$ cat config.mk
export PLATFORM = sky130hd
export DESIGN_NAME = mlt_ctrl
export DESIGN_NICKNAME = d
export VERILOG_FILES = /design/src/mlt_pkg.sv /design/src/mlt_ctrl.sv
export SDC_FILE = /design/constraint.sdc
export NUM_CORES = 1
export LEC_CHECK = 0
export ABC_AREA = 1
export BUFFER_PORTS_ARGS = -buffer_cell sky130_fd_sc_hd__buf_2
export CAP_MARGIN = 15
export CORE_AREA = 2 2 39 41
export CTS_CLUSTER_SIZE = 28
export DETAILED_ROUTE_END_ITERATION = 12
export DIE_AREA = 0 0 41 43
export SETUP_SLACK_MARGIN = 0.4
export SYNTH_ARGS = -nofsm -noshare
export SYNTH_HDL_FRONTEND = slang
export SYNTH_SLANG_ARGS = --single-unit
$ cat constraint.sdc
create_clock -name i_clk -period 1.9 [get_ports i_clk]
set_clock_uncertainty 0.2 [all_clocks]
set_input_delay 0.19 -clock i_clk [delete_from_list [all_inputs] [get_ports i_clk]]
set_output_delay 0.19 -clock i_clk [all_outputs]
set_load 0.01 [all_outputs]
$ cat src/mlt_pkg.sv
package mlt_pkg;

    // Field widths of one word
    localparam int MAC_W   = 48;
    localparam int PORT_W  = 8;
    localparam int STAMP_W = 32;
    localparam int OP_W    = 3;
    localparam int STAT_W  = 3;
    localparam int CNT_W   = 13;
    localparam int AGE_W   = 12;

    // Operation codes
    localparam logic [OP_W-1:0] OP_LEARN   = 3'd0;
    localparam logic [OP_W-1:0] OP_RESOLVE = 3'd1;
    localparam logic [OP_W-1:0] OP_SWEEP   = 3'd2;
    localparam logic [OP_W-1:0] OP_DETACH  = 3'd3;
    localparam logic [OP_W-1:0] OP_FLUSH   = 3'd4;

    // Learn status codes
    localparam logic [STAT_W-1:0] ST_IGNORED   = 3'd0;
    localparam logic [STAT_W-1:0] ST_REFRESHED = 3'd1;
    localparam logic [STAT_W-1:0] ST_INSERTED  = 3'd2;
    localparam logic [STAT_W-1:0] ST_MOVED     = 3'd3;
    localparam logic [STAT_W-1:0] ST_FULL      = 3'd4;

    // Configuration register indexes
    localparam logic REG_MAX_ENTRIES = 1'b0;
    localparam logic REG_MAX_AGE     = 1'b1;

    localparam logic [CNT_W-1:0] MAX_ENTRIES_RST = 13'd100;
    localparam logic [AGE_W-1:0] MAX_AGE_RST     = 12'd240;

    // One table entry as stored in memory
    typedef struct packed {
        logic               valid;
        logic [MAC_W-1:0]   mac;
        logic [PORT_W-1:0]  port;
        logic [STAMP_W-1:0] stamp;
    } t_entry;

    // Controller to datapath
    typedef struct packed {
        logic load;        // latch accepted word
        logic clr_step;    // clear one entry after reset
        logic scan_start;  // begin a pass over the table
        logic commit;      // final write and result load
    } t_cmd;

    // Datapath to controller
    typedef struct packed {
        logic need_scan;
        logic clr_last;
        logic scan_done;
        logic out_free;
    } t_sts;

endpackage

$ cat src/mlt_ctrl.sv
module mlt_ctrl (
    input  logic          i_clk,
    input  logic          i_rst_n,
    input  logic          i_valid,
    output logic          o_ready,
    input  mlt_pkg::t_sts i_sts,
    output mlt_pkg::t_cmd o_cmd
);
    import mlt_pkg::*;

    typedef enum logic [3:0] {
        S_CLEAR = 4'b0001,
        S_IDLE  = 4'b0010,
        S_SCAN  = 4'b0100,
        S_DONE  = 4'b1000
    } t_state;

    t_state r_state, n_state;
    logic   accept;

    assign o_ready = (r_state == S_IDLE);
    assign accept  = o_ready && i_valid;

    // Next state and commands
    always_comb begin
        n_state = r_state;
        o_cmd   = '0;
        unique case (r_state)
            S_CLEAR: begin
                o_cmd.clr_step = 1'b1;
                if (i_sts.clr_last) n_state = S_IDLE;
            end
            S_IDLE: begin
                if (accept) begin
                    o_cmd.load = 1'b1;
                    if (i_sts.need_scan) begin
                        o_cmd.scan_start = 1'b1;
                        n_state = S_SCAN;
                    end else begin
                        n_state = S_DONE;
                    end
                end
            end
            S_SCAN: begin
                if (i_sts.scan_done) n_state = S_DONE;
            end
            S_DONE: begin
                if (i_sts.out_free) begin
                    o_cmd.commit = 1'b1;
                    n_state = S_IDLE;
                end
            end
            default: n_state = S_CLEAR;
        endcase
    end

    always_ff @(posedge i_clk) begin
        if (!i_rst_n) begin
            r_state <= S_CLEAR;
        end else begin
            r_state <= n_state;
        end
    end
endmodule

# [Yosys cells after proc, flatten, opt, wreduce, memory -nomap -nowiden]
# Index checks and enable logic that the tools add are counted.
[classes] n_eq_ne=8 mux=14 reduce_logical=2
[ops] op="$mux 4" n=5
[ops] op="$pmux 4 s4" n=1
[ops] op="$mux 1" n=8
[ops] op="$ne 2x2->1 const B" n=3
[ops] op="$eq 4x1->1 const B" n=1
[ops] op="$eq 4x2->1 const B" n=1
[ops] op="$eq 4x3->1 const B" n=1
[ops] op="$eq 4x4->1 const B" n=1
[ops] op="$reduce_and 4->1" n=1
[ops] op="$ne 2x1->1 const B" n=1
[ops] op="$logic_and 1x1->1" n=1
[totals] register_bits=4 input_bits=7 output_inout_bits=5

# [Longest topological paths before layout]
[logic_depth] depth_word=4 ltp_mapped=8

# [Worst setup path before layout]
# No wires, ideal clock.
[synth_timing] path_kind="reg-to-output" from="register r_state[3]" to="output o_cmd[0] in the netlist's numbering" arrival_time_ps=825 t_required_ps=1510 setup_slack_ps=685 path_stages_with_launch=6 n_path_buf=0 path_cell_list="dfxtp_1 > inv_1 > nor2_1 > and2_1 > inv_1 > nor2_1"
[synth_lines] element="start: declaration" line="mlt_ctrl.sv:18" text="t_state r_state, n_state;"
[synth_lines] element="start signal: assignment" line="mlt_ctrl.sv:61" text="r_state <= n_state;"
[synth_lines] element="end: declaration" line="mlt_ctrl.sv:7" text="output mlt_pkg::t_cmd o_cmd"

==> flow_summary_export.csv <==
group,metric,value,unit
worst_hold_path,whs_path_depth,4,
logic_synthesis,yosysSeqAreaShare,27.4,%
setup_path,cp.required,1.51,ns
setup_path,crit_path_max_fanout,5,
timing,max_slew_margin,91.0,%
setup_path,crit_family,"flip-flops",
timing,period_share,81.4,%
clocking,root_buffer,"clkbuf_4",
finish,final_cell_mix,"buf_2 (10), inv_1 (9), nor2_1 (7), nand2_1 (7)",
setup_path,reg2reg_slack,0.52,ns
timing,hold_violations,0,
finish,antenna_cells,0,
setup_path,reg2regPathDepth,8,
routing,dr.pass1.iters,2,
power,cellPowerDensity,1150,nW/um^2
clocking,max-clock-path-buffers,2,
routing,vias,351,
power,combPwrFrac,52.7,%
setup_path,cp.arrival,1.16,ns
power,ir_drop,0.000385,V
setup_path,critPathBufInv,3,
timing,finalSetupTns,0,ns
finish,largest_registers,"r_state: 4 flops",
die,rows,14,
setup_path,r2r-end,"r_state[3]",
power,intPower,334,uW
clocking,clk_latency,0.23,ns
clocking,numCtsBuffers,3,
setup_path,critPathKind,"reg -> out",
routing,drt-vias-per-instance,3.99,
setup_path,cp.depth,7,
logic_synthesis,ys_ff_latch,4,
global_routing,track_usage,10.2,%
worst_hold_path,hold_path_class,"in -> reg",
finish,syn_to_final_growth,73.1,%
timing,drv_slew,0,
setup_path,critPathLaunch,"r_state[1]",
setup_path,cp_cell_sequence,"inv_4 > nor2_4 > nand2_4 > nor2_4 > nand2_2 > inv_2 > buf_6",
die,start_util,21.2,%
die,die_area,1760,um^2
global_routing,grt_pass1_wl,1240,um
routing,ant_nets,0,
routing,wire_per_inst,8.26,um
clocking,cts.sinks,4,
clocking,htree_levels,1,
power,p_leak,0.000278,uW
finish,largest_reg_flops,4,
timing,rsz0062_at_grt,"yes",
worst_hold_path,hold_start,"i_sts[1]",
power,power.total,583,uW
timing,setup_viol,0,
logic_synthesis,synth_area_per_cell,5.74,um^2
placed_design,placed_area,368,um^2
clocking,path_clk_slew,0.04,ns
clocking,cts_tree,"built",
setup_path,slowest_stage,"dfxtp_4",
finish,nets,81,
placed_design,place_hpwl,518,um
routing,drt_wl_total,727,um
setup_path,setup.worst_path.end_class,"primary output",
logic_synthesis,yosysWarnings,0,
global_routing,grt-ovfl-total,0,
setup_path,timing.critical_path.mode_cell,"nor2_4",
global_routing,antenna_found_initial,0,
power,p_switching,249,uW
power,clockPowerShare,17.6,%
logic_synthesis,syn_inst,51,
routing,first_iter_violations,7,
finish,largest-register,"r_state",
setup_path,cp_slowest_stage_delay,0.38,ns
setup_path,cp-start-kind,"flip-flop",
placed_design,io_buffer_count,11,
placed_design,gp_congestion,0.809,
setup_path,r2r-start,"r_state[2]",
die,dieHeight,43,um
global_routing,grt_pass1_vias,318,
power,swShare,42.7,%
timing,hold-worst-slack,0.0645,ns
global_routing,grt_max_degree,6,
die,core-area,1380,um^2
timing,worst_pin_slew,0.135,ns
logic_synthesis,syn_nets,58,
status,status,"finished, final reports clean",
die,pin_count,12,
timing,post-route-min-period,1.55,ns
logic_synthesis,synth.distinct_cells,11,
finish,finalInstanceArea,507,um^2
logic_synthesis,syn_area,293,um^2
worst_hold_path,hold_end,"r_state[2]",
die,die_x,41,um
power,power_frac_seq,29.6,%
timing,max_freq,646,MHz
run,drv_cap,0,
routing,drc,0,
finish,drive_gt1_share,55.6,%
finish,mostFrequentLayoutCell,"buf_2",
## layout make-up
type	instances	area, um^2
Sequential cell	4	90.1
Inverter	13	51.3
Timing Repair Buffer	18	116
Clock buffer	3	22.5
Multi-Input combinational cell	34	206
Fill cell	162	877
Tap cell	16	20.0
## cell families (layout without fill, tap and decap cells)
group                  Yosys count  count (layout)  share of synthesized area [%]
and+or+nand+nor                 32              32                           50.4
AOI/OAI and AO/OA                2               2                           5.56
DFF                              4               4                           27.4
buffers and inverters           13              34                           16.7
## cell usage after synthesis (all sizes together)
| cell type | count | area [um^2] |
|---|---|---|
| nand3 | 6 | 30.0 |
| dfxtp | 4 | 80.1 |
| and2 | 2 | 12.5 |
| a21boi | 1 | 7.51 |
| inv | 13 | 48.8 |
| nand2 | 9 | 36.3 |
| o21ai | 1 | 8.76 |
| nor2 | 15 | 68.8 |
## through the flow
stage / setup slack [ns] / instances / util (%)
5_1_grt: 0.268 / 88 / 36.6
3_3_place_gp: 0.535 / 78 / 26.6
6_report: 0.352 / 88 / 36.6
3_5_place_dp: 0.508 / 78 / 26.6
2_1_floorplan: 0.685 / 51 / -
4_1_cts: 0.350 / 86 / 33.5
## routing by layer
layer / part of all wire (%) / track usage [%] / wire, um / vias up
met1: 42 / 14.8 / 306 / 151
li1: - / - / - / 190
met4: 0 / 6.00 / 0 / 0
met5: 0 / 0 / 0 / -
met2: 52 / 13.8 / 380 / 10
met3: 5.5 / 1.57 / 40 / 0
## worst max path at each step
stage / end / slack (ns)
2_1_floorplan: o_cmd[0] / 0.68
3_3_place_gp: o_cmd[1] / 0.54
3_5_place_dp: o_cmd[1] / 0.51
4_1_cts: o_cmd[1] / 0.35
5_1_grt: o_cmd[1] / 0.27
6_report: o_cmd[1] / 0.35
## tightest hold or removal path, cell delays in order
cell and delay [ns]:
buf_2 0.08, inv_1 0.03, nand3_1 0.09, a21boi_1 0.06
## power groups by stage
stage	Sequential [uW]	Clock, uW	Combinational [uW]
finish	173	103	307
global route	177	112	355
CTS	167	106	280
detailed placement	145	0	234
global placement	143	0	228
floorplan	138	0	175
## what timing repair did
action	in CTS	in global routing
setup buffers	4	2
endpoints found under the setup margin	3	6
endpoints found under the hold margin	1	0
hold buffers	1	0
gates resized for setup	12	10
pin swaps	3	3
Power figures use the tool's default switching activity.
